===== src/kmrg_pkg.sv =====
`timescale 1ns / 1ps

package kmrg_pkg;

    localparam int KEY_W      = 5;

    localparam logic [1:0] OP_KEYBOARD = 2'd0;
    localparam logic [1:0] OP_SERIAL   = 2'd1;
    localparam logic [1:0] OP_TICK     = 2'd2;

    localparam logic [KEY_W-1:0] KEY_NONE   = 5'b00000;
    localparam logic [KEY_W-1:0] KEY_RIGHT  = 5'b00001;
    localparam logic [KEY_W-1:0] KEY_DOWN   = 5'b00010;
    localparam logic [KEY_W-1:0] KEY_UP     = 5'b00100;
    localparam logic [KEY_W-1:0] KEY_LEFT   = 5'b01000;
    localparam logic [KEY_W-1:0] KEY_SELECT = 5'b10000;

    typedef struct packed {
        logic [1:0] operation;
        logic [3:0] buttons_raw;
        logic [7:0] serial_byte;
        logic       serial_has_byte;
        logic       serial_error;
        logic       extended_code;
        logic       key_released;
        logic [7:0] scan_code;
    } item_t;

    typedef struct packed {
        logic [KEY_W-1:0] pressed_keys;
        logic [KEY_W-1:0] held_keys;
    } result_t;

    typedef struct packed {
        logic [KEY_W-1:0] set_mask;
        logic [KEY_W-1:0] clr_mask;
    } serial_cmd_t;

    function automatic logic [KEY_W-1:0] scan_to_key(input logic [7:0] code,
                                                     input logic ext);
        logic [KEY_W-1:0] key;
        key = KEY_NONE;
        if (!ext) begin
            case (code)
                8'h1D: key = KEY_UP;
                8'h1B: key = KEY_DOWN;
                8'h1C: key = KEY_LEFT;
                8'h23: key = KEY_RIGHT;
                8'h29, 8'h2C, 8'h2B, 8'h4B, 8'h5A: key = KEY_SELECT;
                default: key = KEY_NONE;
            endcase
        end else begin
            case (code)
                8'h75: key = KEY_UP;
                8'h72: key = KEY_DOWN;
                8'h6B: key = KEY_LEFT;
                8'h74: key = KEY_RIGHT;
                default: key = KEY_NONE;
            endcase
        end
        return key;
    endfunction

    function automatic serial_cmd_t serial_decode(input logic [7:0] ch);
        serial_cmd_t cmd;
        cmd.set_mask = KEY_NONE;
        cmd.clr_mask = KEY_NONE;
        case (ch)
            8'h55: cmd.set_mask = KEY_UP;
            8'h75: cmd.clr_mask = KEY_UP;
            8'h44: cmd.set_mask = KEY_DOWN;
            8'h64: cmd.clr_mask = KEY_DOWN;
            8'h52: cmd.set_mask = KEY_RIGHT;
            8'h72: cmd.clr_mask = KEY_RIGHT;
            8'h4C, 8'h54, 8'h46: cmd.set_mask = KEY_SELECT;
            8'h6C, 8'h74, 8'h66: cmd.clr_mask = KEY_SELECT;
            default: cmd.set_mask = KEY_NONE;
        endcase
        return cmd;
    endfunction

    function automatic logic [KEY_W-1:0] buttons_to_key(input logic [3:0] raw);
        logic [3:0]       p;
        logic [KEY_W-1:0] key;
        p   = ~raw;
        key = KEY_NONE;
        if (p[3]) key = key | KEY_UP;
        if (p[0]) key = key | KEY_DOWN;
        if (p[2]) key = key | KEY_LEFT;
        if (p[1]) key = key | KEY_RIGHT;
        return key;
    endfunction

endpackage


===== src/kmrg_in_skid.sv =====
`timescale 1ns / 1ps

module kmrg_in_skid (
    input  logic             aclk,
    input  logic             aresetn,
    input  logic             in_valid,
    output logic             in_ready,
    input  kmrg_pkg::item_t  in_item,
    output logic             item_valid,
    input  logic             item_ready,
    output kmrg_pkg::item_t  item
);

    logic            main_valid_reg, main_valid_next;
    logic            skid_valid_reg, skid_valid_next;
    kmrg_pkg::item_t main_item_reg, main_item_next;
    kmrg_pkg::item_t skid_item_reg, skid_item_next;
    logic            take_in;
    logic            take_out;

    assign in_ready   = !skid_valid_reg;
    assign item_valid = main_valid_reg;
    assign item       = main_item_reg;
    assign take_in    = in_valid && !skid_valid_reg;
    assign take_out   = main_valid_reg && item_ready;

    always_comb begin
        main_valid_next = main_valid_reg;
        skid_valid_next = skid_valid_reg;
        main_item_next  = main_item_reg;
        skid_item_next  = skid_item_reg;
        if (take_out) begin
            if (skid_valid_reg) begin
                main_item_next  = skid_item_reg;
                skid_valid_next = 1'b0;
            end else if (take_in) begin
                main_item_next = in_item;
            end else begin
                main_valid_next = 1'b0;
            end
        end else if (take_in) begin
            if (!main_valid_reg) begin
                main_item_next  = in_item;
                main_valid_next = 1'b1;
            end else begin
                skid_item_next  = in_item;
                skid_valid_next = 1'b1;
            end
        end
    end

    always_ff @(posedge aclk) begin
        if (!aresetn) begin
            main_valid_reg <= 1'b0;
            skid_valid_reg <= 1'b0;
        end else begin
            main_valid_reg <= main_valid_next;
            skid_valid_reg <= skid_valid_next;
        end
        main_item_reg <= main_item_next;
        skid_item_reg <= skid_item_next;
    end

endmodule


===== src/kmrg_core.sv =====
`timescale 1ns / 1ps

module kmrg_core (
    input  logic              aclk,
    input  logic              aresetn,
    input  logic              item_valid,
    output logic              item_ready,
    input  kmrg_pkg::item_t   item,
    input  logic              res_ready,
    output logic              res_valid,
    output kmrg_pkg::result_t res
);

    logic [kmrg_pkg::KEY_W-1:0] kbd_mask_reg, kbd_mask_next;
    logic [kmrg_pkg::KEY_W-1:0] ser_mask_reg, ser_mask_next;
    logic [kmrg_pkg::KEY_W-1:0] held_reg, held_next;
    logic [kmrg_pkg::KEY_W-1:0] pressed_reg, pressed_next;
    logic [kmrg_pkg::KEY_W-1:0] kbd_key;
    logic [kmrg_pkg::KEY_W-1:0] btn_key;
    logic [kmrg_pkg::KEY_W-1:0] ser_base;
    logic [kmrg_pkg::KEY_W-1:0] tick_pressed;
    kmrg_pkg::serial_cmd_t      cmd;
    logic                       is_tick;
    logic                       advance;

    assign is_tick    = (item.operation == kmrg_pkg::OP_TICK);
    assign item_ready = !is_tick || res_ready;
    assign advance    = item_valid && item_ready;

    assign kbd_key      = kmrg_pkg::scan_to_key(item.scan_code, item.extended_code);
    assign btn_key      = kmrg_pkg::buttons_to_key(item.buttons_raw);
    assign cmd          = kmrg_pkg::serial_decode(item.serial_byte);
    assign ser_base     = item.serial_error ? kmrg_pkg::KEY_NONE : ser_mask_reg;
    assign tick_pressed = pressed_reg | (btn_key & ~held_reg);

    assign res_valid        = advance && is_tick;
    assign res.held_keys    = kbd_mask_reg | ser_mask_reg | btn_key;
    assign res.pressed_keys = tick_pressed;

    always_comb begin
        kbd_mask_next = kbd_mask_reg;
        ser_mask_next = ser_mask_reg;
        held_next     = held_reg;
        pressed_next  = pressed_reg;
        if (advance) begin
            case (item.operation)
                kmrg_pkg::OP_KEYBOARD: begin
                    if (item.key_released) begin
                        kbd_mask_next = kbd_mask_reg & ~kbd_key;
                    end else begin
                        kbd_mask_next = kbd_mask_reg | kbd_key;
                        if ((held_reg & kbd_key) == kmrg_pkg::KEY_NONE) begin
                            pressed_next = pressed_reg | kbd_key;
                        end
                    end
                end
                kmrg_pkg::OP_SERIAL: begin
                    if (item.serial_has_byte) begin
                        ser_mask_next = (ser_base | cmd.set_mask) & ~cmd.clr_mask;
                        pressed_next  = pressed_reg | cmd.set_mask;
                    end else begin
                        ser_mask_next = ser_base;
                    end
                end
                kmrg_pkg::OP_TICK: begin
                    held_next    = res.held_keys;
                    pressed_next = kmrg_pkg::KEY_NONE;
                end
                default: begin
                    held_next = held_reg;
                end
            endcase
        end
    end

    always_ff @(posedge aclk) begin
        if (!aresetn) begin
            kbd_mask_reg <= '0;
            ser_mask_reg <= '0;
            held_reg     <= '0;
            pressed_reg  <= '0;
        end else begin
            kbd_mask_reg <= kbd_mask_next;
            ser_mask_reg <= ser_mask_next;
            held_reg     <= held_next;
            pressed_reg  <= pressed_next;
        end
    end

endmodule


===== src/kmrg_out_reg.sv =====
`timescale 1ns / 1ps

module kmrg_out_reg (
    input  logic              aclk,
    input  logic              aresetn,
    input  logic              res_valid,
    output logic              res_ready,
    input  kmrg_pkg::result_t res,
    output logic              out_valid,
    input  logic              out_ready,
    output kmrg_pkg::result_t out_res
);

    logic              valid_reg, valid_next;
    kmrg_pkg::result_t res_reg, res_next;

    assign res_ready = !valid_reg || out_ready;
    assign out_valid = valid_reg;
    assign out_res   = res_reg;

    always_comb begin
        valid_next = valid_reg;
        res_next   = res_reg;
        if (res_ready) begin
            valid_next = res_valid;
            if (res_valid) begin
                res_next = res;
            end
        end
    end

    always_ff @(posedge aclk) begin
        if (!aresetn) begin
            valid_reg <= 1'b0;
        end else begin
            valid_reg <= valid_next;
        end
        res_reg <= res_next;
    end

endmodule


===== src/multi_source_key_merger.sv =====
`timescale 1ns / 1ps

// Merges keyboard scan events, serial command bytes and push-button ticks into a five-bit held
// mask and a pressed mask (bit 0 right, bit 1 down, bit 2 up, bit 3 left, bit 4 select). One
// transaction is accepted every cycle unless a waiting result holds the flow; keyboard and
// serial transactions only update internal state, while each tick transaction yields exactly
// one result transaction, carried from the input skid register through the update logic into
// the output register. Operation code three is ignored. Throughput stays at one transaction
// per cycle as long as the result side keeps m_tready high; while a result waits, the next
// tick is held in the update logic and every transaction behind it waits as well.

module multi_source_key_merger (
    input  logic        aclk,
    input  logic        aresetn,
    input  logic        s_tvalid,
    output logic        s_tready,
    // scan_code[7:0], key_released[8], extended_code[9], serial_error[10],
    // serial_has_byte[11], serial_byte[19:12], buttons_raw[23:20]
    input  logic [23:0] s_tdata,
    // operation[1:0]
    input  logic [1:0]  s_tuser,
    output logic        m_tvalid,
    input  logic        m_tready,
    // held_keys[4:0], pressed_keys[9:5], zero padding[15:10]
    output logic [15:0] m_tdata
);

    kmrg_pkg::item_t   in_item;
    kmrg_pkg::item_t   item;
    kmrg_pkg::result_t res;
    kmrg_pkg::result_t out_res;
    logic              item_valid;
    logic              item_ready;
    logic              res_valid;
    logic              res_ready;

    assign in_item.operation       = s_tuser;
    assign in_item.scan_code       = s_tdata[7:0];
    assign in_item.key_released    = s_tdata[8];
    assign in_item.extended_code   = s_tdata[9];
    assign in_item.serial_error    = s_tdata[10];
    assign in_item.serial_has_byte = s_tdata[11];
    assign in_item.serial_byte     = s_tdata[19:12];
    assign in_item.buttons_raw     = s_tdata[23:20];

    kmrg_in_skid u_in_skid (
        .aclk       (aclk),
        .aresetn    (aresetn),
        .in_valid   (s_tvalid),
        .in_ready   (s_tready),
        .in_item    (in_item),
        .item_valid (item_valid),
        .item_ready (item_ready),
        .item       (item)
    );

    kmrg_core u_core (
        .aclk       (aclk),
        .aresetn    (aresetn),
        .item_valid (item_valid),
        .item_ready (item_ready),
        .item       (item),
        .res_ready  (res_ready),
        .res_valid  (res_valid),
        .res        (res)
    );

    kmrg_out_reg u_out_reg (
        .aclk      (aclk),
        .aresetn   (aresetn),
        .res_valid (res_valid),
        .res_ready (res_ready),
        .res       (res),
        .out_valid (m_tvalid),
        .out_ready (m_tready),
        .out_res   (out_res)
    );

    assign m_tdata = {6'b000000, out_res.pressed_keys, out_res.held_keys};

endmodule


===== config.mk =====
export PLATFORM = sky130hd
export DESIGN_NAME = multi_source_key_merger
export DESIGN_NICKNAME = d
export VERILOG_FILES = /design/src/kmrg_pkg.sv /design/src/kmrg_in_skid.sv /design/src/kmrg_core.sv /design/src/kmrg_out_reg.sv /design/src/multi_source_key_merger.sv
export SDC_FILE = /design/constraint.sdc
export NUM_CORES = 1
export LEC_CHECK = 0
export BUFFER_PORTS_ARGS = -buffer_cell sky130_fd_sc_hd__clkbuf_2
export CAP_MARGIN = 20
export CORE_UTILIZATION = 40
export DETAILED_ROUTE_END_ITERATION = 12
export GPL_TIMING_DRIVEN = 0
export PLACE_DENSITY = 0.71
export SLEW_MARGIN = 20
export SYNTH_ARGS = -nofsm -noshare
export SYNTH_HDL_FRONTEND = slang
export SYNTH_SLANG_ARGS = --single-unit

===== constraint.sdc =====
create_clock -name aclk -period 3.8 [get_ports aclk]
set_clock_uncertainty 0.15 [all_clocks]
set_input_delay 0.57 -clock aclk [delete_from_list [all_inputs] [get_ports aclk]]
set_output_delay 0.57 -clock aclk [all_outputs]
set_load 0.01 [all_outputs]

==> impl_metrics.py, run 1 <==
metrics = {
    "run_status": {
        "status": "complete, but fails checks",
        "violations_in_the_final_reports": "DRC",
    },
    "pwr": {
        "intPower_mw": 1.44,
        "combinationalPowerShare_pct": 6.3,
        "power.switching_mw": 0.399,
        "power_density_mw_per_mm2": 426,
        "p_seq_share_pct": 56.5,
        "power.ir.vdd_worst_v": 0.000305,
        "power.leakage_nw": 1.53,
        "net_switching_fraction_of_the_power_pct": 21.7,
        "power.clock.fraction_pct": 37.2,
    },
    "route": {
        "ant_nets": 0,
        "dr.first_iter.drc_count": 161,
        "route.detailed.drc": 6,
        "finalWirelength_um": 6680,
        "detail_route.wl_per_cell_um": 14.5,
        "drt_pass1_iterations": 8,
        "dr_total_vias": 2415,
        "routed_via_density": 5.26,
    },
    "min_path": {
        "timing.hold.worst.start": "s_tdata[17]",
        "min_path_type": "input pin to flip-flop",
        "whs_endpoint": "u_in_skid.skid_item_reg[17]",
        "hold-path-cell-count": 1,
    },
    "clocking": {
        "tritoncts": "done",
        "cts-buffers-inserted": 9,
        "post-cts-setup-buffer-count": 0,
        "worst_skew_pair.late_latency_ns": 0.35,
        "clk_path_buf_depth": 2,
        "h-tree-depth": 3,
        "cts_root_buf": "sky130_fd_sc_hd__clkbuf_8",
        "cts_resized": 0,
        "tritoncts_num_sinks": 84,
        "hold_fix_buffers_cts": 0,
        "clk_pin_slew_worst_paths_ns": 0.08,
    },
    "sta": {
        "endpoints_failing_setup": 0,
        "final_period_minus_worst_setup_slack_ns": 2.49,
        "timing.final.crit_share_pct": 65.5,
        "final_critical_path_setup_slack_ns": 1.31,
        "maxClockFrequency_mhz": 402,
        "finalHoldViolCount": 0,
        "hold_ws_ns": 0.258,
        "maxSlewHeadroom_pct": 52.1,
        "worst_slew_pin_slew_ns": 0.715,
        "rsz0062_at_grt": "false",
        "timing_max_transition_violations_final": 0,
    },
    "worst_setup_path": {
        "timing.critical_path.mode_cell": "sky130_fd_sc_hd__nor3b_2",
        "endpoint_class_of_the_critical_path": "flip-flop",
        "critical_path.reg2reg.endpoint": "u_in_skid.skid_item_reg[23]",
        "cp.required_ns": 3.70,
        "worst_r2r_path_depth": 5,
        "crit_path_cell_trace": "buf_2, nor3b_2, nand2_1, nor3b_2, buf_4",
        "critical_path.max_fanout": 10,
        "cp-startpoint": "u_in_skid.item[24]",
        "critical_path.max_stage_delay_ns": 0.63,
        "crit-reg2reg-launch": "u_in_skid.item[24]",
        "start_kind": "flip-flop",
        "setup.reg_to_reg.worst_slack_ns": 1.31,
        "critical_path_class": "flip-flop to flip-flop",
        "critical-path-slowest-cell": "sky130_fd_sc_hd__nor3b_2",
        "critical_path_arrival_ns": 2.39,
    },
    "floorplanning": {
        "ios": 48,
        "start_util_pct": 41.7,
        "die_width_um": 98.1,
        "number_of_rows_created_at_floorplan": 34,
        "core_area_mm2": 0.00885,
        "fp.dieArea_mm2": 0.00962,
        "die_h_um": 98.1,
    },
    "global_route": {
        "wire_length_of_the_first_global_routing_pass_um": 10900,
        "grt_max_degree": 16,
        "number_of_antenna_violations_at_the_first_check_in_global_routing": 0,
        "grt_overflow_total": 0,
        "first_global_vias": 2224,
        "grt_use_total_pct": 14.5,
    },
    "yosys": {
        "synthSimpleGateAreaFrac_pct": 14.6,
        "synth_adder_area_share_pct": 0,
        "post-synth-top-area-cell": "sky130_fd_sc_hd__edfxtp_1",
        "netlist_instances": 287,
        "yosys.area_share.xor_xnor_pct": 0.474,
        "synth.avg_cell_area_um2": 12.9,
        "postSynth.topFlopCell": "sky130_fd_sc_hd__edfxtp_1",
        "netlist.area_leader.share_pct": 50.4,
        "yosys_register_bits": 84,
        "async_reset_ff_share_pct": 0,
        "syn_area_mm2": 0.00369,
        "share_of_the_synthesized_area_in_compound_gates_ao_oa_aoi_oai_pct": 10.6,
        "seq_area_frac_synth_pct": 62.4,
        "synth.yosys.warnings": 0,
        "yosys-mux-area-fraction_pct": 8.74,
        "synth_edf_count": 62,
        "yosysUniqueCellTypes": 64,
        "main_combinational_cell_family_by_area_after_synthesis": "simple AND/OR/NAND/NOR gates",
        "post_synth_main_area_contributors": "sky130_fd_sc_hd__edfxtp_1, sky130_fd_sc_hd__dfxtp_1, sky130_fd_sc_hd__mux2_2, sky130_fd_sc_hd__a21oi_1, sky130_fd_sc_hd__nand2_1",
    },
    "placed_design": {
        "place.detailed.hpwl_um": 4980,
        "port-buffer-count": 40,
        "routabilityCongestion": 0.864,
        "dpl_worst_slack_ns": 0.969,
    },
    "final_layout": {
        "final_layout_size_suffix_gt1_share_pct": 29.6,
        "antenna_cells": 0,
        "synthToLayoutAreaGrowth_pct": 16.6,
        "filler_cell_count": 800,
        "most_frequent_standard_cell_in_the_layout_excluding_fill_and_tap_cells": "sky130_fd_sc_hd__edfxtp_1",
        "final_cell_mix": "sky130_fd_sc_hd__edfxtp_1, sky130_fd_sc_hd__clkbuf_2, sky130_fd_sc_hd__mux2_2",
        "final_core_utilization_pct": 48.7,
        "final_net_count": 376,
    },
    "flow_run": {
        "max-cap-violations": 0,
    },
}
[cell usage after synthesis (all sizes together), types with 3 or more instances]
library cell / instances
edfxtp: 62
mux2: 26
dfxtp: 22
nand2: 20
a21oi: 17
nor2: 17
o21ai: 12
buf: 10
inv: 9
nand2b: 8
nor2b: 6
nor3: 6
nand3: 5
and3: 4
nor3b: 4
o211ai: 4
o21bai: 4
clkbuf: 3
mux2i: 3
[worst max-delay path by stage]
| stage | endpoint | slack [ns] | cells past startpoint |
|---|---|---|---|
| floorplan | u_in_skid.skid_item_reg[0] | 0.13 | 4 |
| global placement | u_in_skid.skid_item_reg[20] | -0.87 | 5 |
| detailed placement | u_in_skid.skid_item_reg[23] | 0.97 | 6 |
| CTS | u_in_skid.skid_item_reg[23] | 1.25 | 5 |
| global route | u_in_skid.skid_item_reg[23] | 1.11 | 5 |
| finish | u_in_skid.skid_item_reg[23] | 1.31 | 5 |
[metal layers]
layer  vias up  GRT usage [%]  wire length [um]
met5         -              0                 0
met4         0           5.94                65
met3         5           3.36               366
met2        64           21.8              3050
met1      1149           20.2              3200
li1       1197              -                 -
[area by class of cell]
type | count | area [um^2] | area share [%]
Clock inverter | 7 | 90.1 | 2.09
Clock buffer | 9 | 124 | 2.88
Buffer | 13 | 82.6 | 1.92
Tap cell | 108 | 135 | 3.14
Timing Repair Buffer | 43 | 230 | 5.35
Sequential cell | 84 | 2300 | 53.5
Inverter | 9 | 33.8 | 0.784
Multi-Input combinational cell | 186 | 1310 | 30.4
[power groups by stage]
| stage | sequential, mW | clock [mW] | combinational, mW |
|---|---|---|---|
| floorplan | 1.05 | 0 | 0.0743 |
| global placement | 1.06 | 0 | 0.109 |
| detailed placement | 1.06 | 0 | 0.116 |
| CTS | 1.04 | 0.697 | 0.117 |
| global route | 1.04 | 0.730 | 0.127 |
| finish | 1.04 | 0.682 | 0.116 |
[worst max-delay path, delay by kind of cell (launching register included)]
kind	cells	cell delay [ns]
buffers and inverters	2	0.51
flip-flops	1	0.39
AND/OR/NAND/NOR	3	1.13
[per-stage QoR]
stage	area [um^2]	TNS (ns)	power, mW	instances
after floorplan	3710	0	1.13	292
after global placement	4050	-22.56	1.17	440
after detailed placement	4090	0	1.17	443
after CTS	4310	0	1.85	459
after global routing	4310	0	1.90	459
final	4310	0	1.83	459
[cells by family after synthesis]
group | after synthesis
AOI/OAI and AO/OA | 57
xor gates and xnor gates | 2
buffers and inverters | 22
DFF | 84
muxes | 29
other | 1
and+or+nand+nor | 92
Note: power is estimated with default switching activity, not from simulation.
==> run 2: changes to the inputs <==
Settings changed: ABC_AREA set to 1, PLACE_DENSITY 0.71 to 0.69.
Clock period 3.8 ns to 2.3 ns, I/O delays scaled along.
==> impl_metrics.py, run 2 <==
metrics = {
    "floorplanning": {
        "number_of_rows_created_at_floorplan": 34,
        "start_util_pct": 42.2,
        "fp.dieArea_mm2": 0.00976,
        "die_h_um": 98.8,
        "core_area_mm2": 0.00889,
        "ios": 48,
        "die_width_um": 98.8,
    },
    "yosys": {
        "syn_area_mm2": 0.00375,
        "synth.avg_cell_area_um2": 11.0,
        "cell_with_the_most_instances_after_synthesis": "sky130_fd_sc_hd__edfxtp_1",
        "seq_area_frac_synth_pct": 61.4,
        "synth_edf_count": 62,
        "post_synth_main_area_contributors": "sky130_fd_sc_hd__edfxtp_1, sky130_fd_sc_hd__dfxtp_1, sky130_fd_sc_hd__nand2_1, sky130_fd_sc_hd__mux2_1, sky130_fd_sc_hd__mux2_4",
        "postSynth.topFlopCell": "sky130_fd_sc_hd__edfxtp_1",
        "post-synth-top-area-cell": "sky130_fd_sc_hd__edfxtp_1",
        "yosysUniqueCellTypes": 33,
        "netlist.area_leader.share_pct": 49.7,
        "netlist_top_cells_count": "sky130_fd_sc_hd__edfxtp_1, sky130_fd_sc_hd__nand2_1, sky130_fd_sc_hd__inv_1",
        "netlist_instances": 340,
        "synth.yosys.warnings": 0,
        "async_reset_ff_share_pct": 0,
        "yosys_register_bits": 84,
    },
    "run_status": {
        "status": "finished, final reports clean",
    },
    "global_route": {
        "grt_overflow_total": 0,
        "number_of_antenna_violations_at_the_first_check_in_global_routing": 0,
        "wire_length_of_the_first_global_routing_pass_um": 11100,
        "grt_max_degree": 27,
        "grt_use_total_pct": 14.7,
        "first_global_vias": 2336,
    },
    "clocking": {
        "tritoncts_num_sinks": 84,
        "post-cts-setup-buffer-count": 0,
        "cts-buffers-inserted": 9,
        "worst_skew_pair.late_latency_ns": 0.36,
        "cts_resized": 0,
        "hold_fix_buffers_cts": 0,
        "cts_root_buf": "sky130_fd_sc_hd__clkbuf_8",
        "clk_path_buf_depth": 2,
        "tritoncts": "done",
        "h-tree-depth": 3,
        "clk_pin_slew_worst_paths_ns": 0.09,
    },
    "min_path": {
        "timing.hold.worst.start": "s_tdata[21]",
        "min_path_type": "input pin to flip-flop",
    },
    "final_layout": {
        "synthToLayoutAreaGrowth_pct": 15.3,
        "most_frequent_standard_cell_in_the_layout_excluding_fill_and_tap_cells": "sky130_fd_sc_hd__edfxtp_1",
        "final_layout_size_suffix_gt1_share_pct": 26.9,
        "final_net_count": 426,
        "antenna_cells": 0,
        "final_cell_mix": "sky130_fd_sc_hd__edfxtp_1, sky130_fd_sc_hd__nand2_1, sky130_fd_sc_hd__clkbuf_2",
        "filler_cell_count": 843,
    },
    "pwr": {
        "power.leakage_nw": 1.69,
        "power.ir.vdd_worst_v": 0.000444,
        "power_density_mw_per_mm2": 694,
    },
    "worst_setup_path": {
        "endpoint_class_of_the_critical_path": "flip-flop",
        "setup.reg_to_reg.worst_slack_ns": 0.30,
        "crit-reg2reg-launch": "u_in_skid.item[25]",
        "cp.required_ns": 2.26,
        "critical_path_arrival_ns": 1.96,
        "start_kind": "flip-flop",
        "critical_path_class": "flip-flop to flip-flop",
        "critical_path.reg2reg.endpoint": "u_in_skid.item[20]",
        "cp-startpoint": "u_in_skid.item[25]",
        "worst_r2r_path_depth": 7,
        "critical_path.endpoint": "u_in_skid.item[20]",
        "critical_path.max_fanout": 10,
    },
    "sta": {
        "finalHoldViolCount": 0,
        "endpoints_failing_setup": 0,
        "maxClockFrequency_mhz": 501,
        "rsz0062_at_grt": "false",
        "timing.final.crit_share_pct": 86.7,
        "final_period_minus_worst_setup_slack_ns": 2.00,
        "timing_max_transition_violations_final": 0,
        "hold_ws_ns": 0.0201,
        "fin_setup_tns_ns": 0,
        "worst_slew_pin_slew_ns": 0.764,
        "maxSlewHeadroom_pct": 48.9,
    },
    "route": {
        "detail_route.wl_per_cell_um": 12.8,
        "dr.first_iter.drc_count": 143,
        "route.detailed.drc": 0,
        "dr_total_vias": 2500,
        "ant_nets": 0,
        "routed_via_density": 4.91,
        "finalWirelength_um": 6500,
        "drt_pass1_iterations": 4,
    },
    "placed_design": {
        "routabilityCongestion": 0.923,
        "place.detailed.hpwl_um": 4830,
        "port-buffer-count": 40,
    },
    "flow_run": {
        "max-cap-violations": 0,
    },
}
run 2: changes by cell type after synthesis, moves of 8 or more:
cell / change
sky130_fd_sc_hd__mux2_2: -26
sky130_fd_sc_hd__inv_1: +20
sky130_fd_sc_hd__nand2_1: +37
sky130_fd_sc_hd__nand2b_1: -8
sky130_fd_sc_hd__nand2_2: +9
sky130_fd_sc_hd__mux2_4: +10
sky130_fd_sc_hd__nand3_1: +12
sky130_fd_sc_hd__inv_2: +10
sky130_fd_sc_hd__mux2_1: +16
run 2: final cells by class:
| cell class | count | area, um^2 | share of cell area [%] |
|---|---|---|---|
| Tap cell | 108 | 135 | 3.13 |
| Buffer | 10 | 76.3 | 1.77 |
| Clock inverter | 7 | 82.6 | 1.91 |
| Sequential cell | 84 | 2300 | 53.3 |
| Timing Repair Buffer | 40 | 200 | 4.63 |
| Clock buffer | 9 | 124 | 2.87 |
| Inverter | 40 | 154 | 3.56 |
| Multi-Input combinational cell | 211 | 1250 | 28.8 |
run 2: power by group:
part	switching, mW	internal, mW	total [mW]	leakage, nW
sequential	0.0349	1.68	1.71	0.757
combinational	0.118	0.0802	0.198	0.829
clock	0.570	0.520	1.09	0.104
total	0.723	2.28	3.00	1.69
run 2: how the worst min path moves through the flow:
| stage | end | slack (ns) | depth (start not counted) |
|---|---|---|---|
| after floorplan | u_out_reg.out_res[9] | 0.26 | 0 |
| after global placement | u_out_reg.out_res[9] | 0.27 | 0 |
| after detailed placement | u_out_reg.out_res[9] | 0.28 | 0 |
| after CTS | u_in_skid.skid_item_reg[21] | 0.009 | 1 |
| after global routing | u_in_skid.skid_item_reg[17] | 0.005 | 1 |
| final | u_in_skid.skid_item_reg[21] | 0.02 | 1 |
run 2: critical path: stages, from the launching register on:
cell and delay (ns):
sky130_fd_sc_hd__edfxtp_1 0.44, sky130_fd_sc_hd__inv_2 0.11, sky130_fd_sc_hd__nor2_4 0.04, sky130_fd_sc_hd__nand3_1 0.08, sky130_fd_sc_hd__nand2_2 0.10, sky130_fd_sc_hd__nor2_4 0.26, sky130_fd_sc_hd__buf_6 0.21, sky130_fd_sc_hd__mux2_1 0.35
run 2: cell families (layout without fill, tap and decap cells):
kind of cell / Yosys count / after routing / share of synthesized area, %
simple gates: 124 / 124 / 15.2
flops: 84 / 84 / 61.4
other cells: 1 / 6 / 0.100
compound gates: 54 / 54 / 8.18
buf+inv: 50 / 106 / 6.04
xor+xnor: 1 / 1 / 0.234
mux: 26 / 26 / 8.81
run 2: per-layer routing:
metal / track usage (%) / wire [um]
met1: 18.9 / 3110
met2: 24.0 / 3090
met3: 3.05 / 241
met4: 6.43 / 59
met5: 0 / 0
run 2: metrics by stage:
stage                     setup WS [ns]  instance area (um^2)  utilization [%]  power [mW]  instances
after floorplan                   0.345                  3770                -        1.87        345
after global placement         0.000795                  4110             46.2        1.93        493
after detailed placement          0.145                  4110             46.2        1.94        493
after CTS                         0.132                  4320             48.6        3.02        509
after global routing              0.119                  4320             48.6        3.12        509
final                             0.305                  4320             48.6        3.00        509
==> run 3: changes to the inputs <==
Settings changed: CORE_UTILIZATION 40 to 31, PLACE_DENSITY 0.69 to 0.58.
Clock period 2.3 ns to 2.1 ns, I/O delays scaled along.
==> impl_metrics.py, run 3 (synthesized netlist as in run 2, its figures left out) <==
metrics = {
    "run_status": {
        "status": "complete, but fails checks",
        "violations_in_the_final_reports": "DRC",
    },
    "sta": {
        "endpoints_failing_setup": 0,
        "hold_ws_ns": 0.0175,
        "timing_max_transition_violations_final": 0,
        "rsz0062_at_grt": "true",
        "maxSlewHeadroom_pct": 48.5,
        "final_period_minus_worst_setup_slack_ns": 1.99,
        "finalHoldViolCount": 0,
        "worst_slew_pin_slew_ns": 0.771,
        "maxClockFrequency_mhz": 503,
        "fin_setup_tns_ns": 0,
        "timing.final.crit_share_pct": 94.6,
    },
    "worst_setup_path": {
        "crit_path_cell_trace": "inv_2, nor2_4, nand3_1, nand2_2, nor2_4, buf_6, mux2_1",
        "start_kind": "flip-flop",
        "critical_path_arrival_ns": 1.92,
        "critPathBufInv": 2,
        "setup.reg_to_reg.worst_slack_ns": 0.11,
        "critical_path.max_stage_delay_ns": 0.43,
        "critical-path-slowest-cell": "sky130_fd_sc_hd__edfxtp_1",
        "endpoint_class_of_the_critical_path": "flip-flop",
        "critical_path_class": "flip-flop to flip-flop",
        "cp.required_ns": 2.03,
        "timing.critical_path.max_delay_family": "simple AND/OR/NAND/NOR gates",
        "critical_path.max_fanout": 10,
        "timing.critical_path.mode_cell": "sky130_fd_sc_hd__nor2_4",
    },
    "route": {
        "drt_pass1_iterations": 8,
        "dr_total_vias": 2518,
        "detail_route.wl_per_cell_um": 12.7,
        "finalWirelength_um": 6910,
        "route.detailed.drc": 4,
        "routed_via_density": 4.62,
        "ant_nets": 0,
        "dr.first_iter.drc_count": 149,
    },
    "global_route": {
        "first_global_vias": 2420,
        "number_of_antenna_violations_at_the_first_check_in_global_routing": 0,
        "grt_max_degree": 27,
        "grt_overflow_total": 0,
        "grt_use_total_pct": 12.1,
        "wire_length_of_the_first_global_routing_pass_um": 11700,
    },
    "pwr": {
        "p_seq_share_pct": 50.0,
        "power.switching_mw": 0.803,
        "net_switching_fraction_of_the_power_pct": 21.4,
        "combinationalPowerShare_pct": 5.9,
        "power.ir.vdd_worst_v": 0.000337,
        "intPower_mw": 2.95,
        "power_density_mw_per_mm2": 835,
        "power.clock.fraction_pct": 44.1,
        "power.leakage_nw": 1.75,
    },
    "final_layout": {
        "filler_cell_count": 1116,
        "final_layout_size_suffix_gt1_share_pct": 27.1,
        "most_frequent_standard_cell_in_the_layout_excluding_fill_and_tap_cells": "sky130_fd_sc_hd__edfxtp_1",
        "final_net_count": 427,
        "antenna_cells": 0,
        "final_core_utilization_pct": 38.7,
        "synthToLayoutAreaGrowth_pct": 19.9,
        "final_cell_mix": "sky130_fd_sc_hd__edfxtp_1, sky130_fd_sc_hd__nand2_1, sky130_fd_sc_hd__clkbuf_2",
        "fin_area_mm2": 0.00449,
    },
    "floorplanning": {
        "start_util_pct": 32.3,
        "number_of_rows_created_at_floorplan": 39,
        "core_area_mm2": 0.0116,
        "fp.dieArea_mm2": 0.0125,
        "die_h_um": 112,
        "ios": 48,
        "die_width_um": 112,
    },
    "clocking": {
        "tritoncts": "done",
        "hold_fix_buffers_cts": 0,
        "post-cts-setup-buffer-count": 0,
        "h-tree-depth": 3,
        "worst_skew_pair.late_latency_ns": 0.34,
        "clk_path_buf_depth": 2,
        "clk_pin_slew_worst_paths_ns": 0.06,
        "tritoncts_num_sinks": 84,
        "cts_root_buf": "sky130_fd_sc_hd__clkbuf_16",
        "cts-buffers-inserted": 9,
    },
    "placed_design": {
        "place.detailed.hpwl_um": 5060,
        "port-buffer-count": 40,
        "placement.cell_area_mm2": 0.00415,
        "routabilityCongestion": 0.836,
    },
    "min_path": {
        "min_path_type": "input pin to flip-flop",
    },
    "flow_run": {
        "max-cap-violations": 0,
    },
}
## run 3: cell types whose count changed in the layout (fill, tap and decap cells not counted)
cell,before,now
sky130_fd_sc_hd__inv_8,2,0
sky130_fd_sc_hd__inv_6,1,2
sky130_fd_sc_hd__clkbuf_8,9,0
sky130_fd_sc_hd__inv_4,0,1
sky130_fd_sc_hd__clkinv_4,1,0
sky130_fd_sc_hd__bufinv_16,1,0
sky130_fd_sc_hd__clkbuf_16,0,12
## run 3: timing repair
action                                  in CTS  in global routing
pin swaps                                    0                  1
gates resized for setup                      2                  0
endpoints found under the setup margin      26                 26
cloned                                       1                  0
## run 3: layout make-up
class	count	area [um^2]	area share, %
plain buffers	10	76.3	1.70
repair buffers	40	200	4.45
flip-flops and latches	84	2300	51.2
clock inverters	4	28.8	0.640
repair inverters	1	7.51	0.167
well taps	143	179	3.98
inverters	40	154	3.42
clock buffers	12	300	6.68
multi-input cells	211	1250	27.7
## run 3: per-layer routing
layer	GRT usage, %	vias to the layer above	routed length (um)
met2	18.8	65	3190
met1	15.4	1157	3240
li1	-	1286	-
met3	4.03	10	339
met4	5.33	0	143
met5	0	-	0
## run 3: worst paths after layout
check | start | to | cells after the start
setup / recovery | u_in_skid.item[25] | u_in_skid.item[23] | 7
hold reg to reg | u_core.pressed_reg[4] | u_out_reg.out_res[9] | 0
hold / removal | s_tdata[19] | u_in_skid.skid_item_reg[19] | 1
setup reg to reg | u_in_skid.item[25] | u_in_skid.item[23] | 7
## run 3: power by group through the flow
| stage | combinational (mW) | sequential, mW | clock (mW) |
|---|---|---|---|
| after floorplan | 0.146 | 1.90 | 0 |
| after CTS | 0.223 | 1.88 | 1.71 |
| after global placement | 0.211 | 1.91 | 0 |
| final | 0.221 | 1.88 | 1.66 |
| after global routing | 0.249 | 1.88 | 1.78 |
| after detailed placement | 0.218 | 1.91 | 0 |
## run 3: stage by stage
stage	instances	total power [mW]	setup WS, ns
floorplan	345	2.05	0.145
global placement	528	2.12	-0.302
detailed placement	528	2.13	-0.0965
CTS	545	3.81	0.0271
global route	545	3.91	-0.0389
finish	545	3.75	0.113
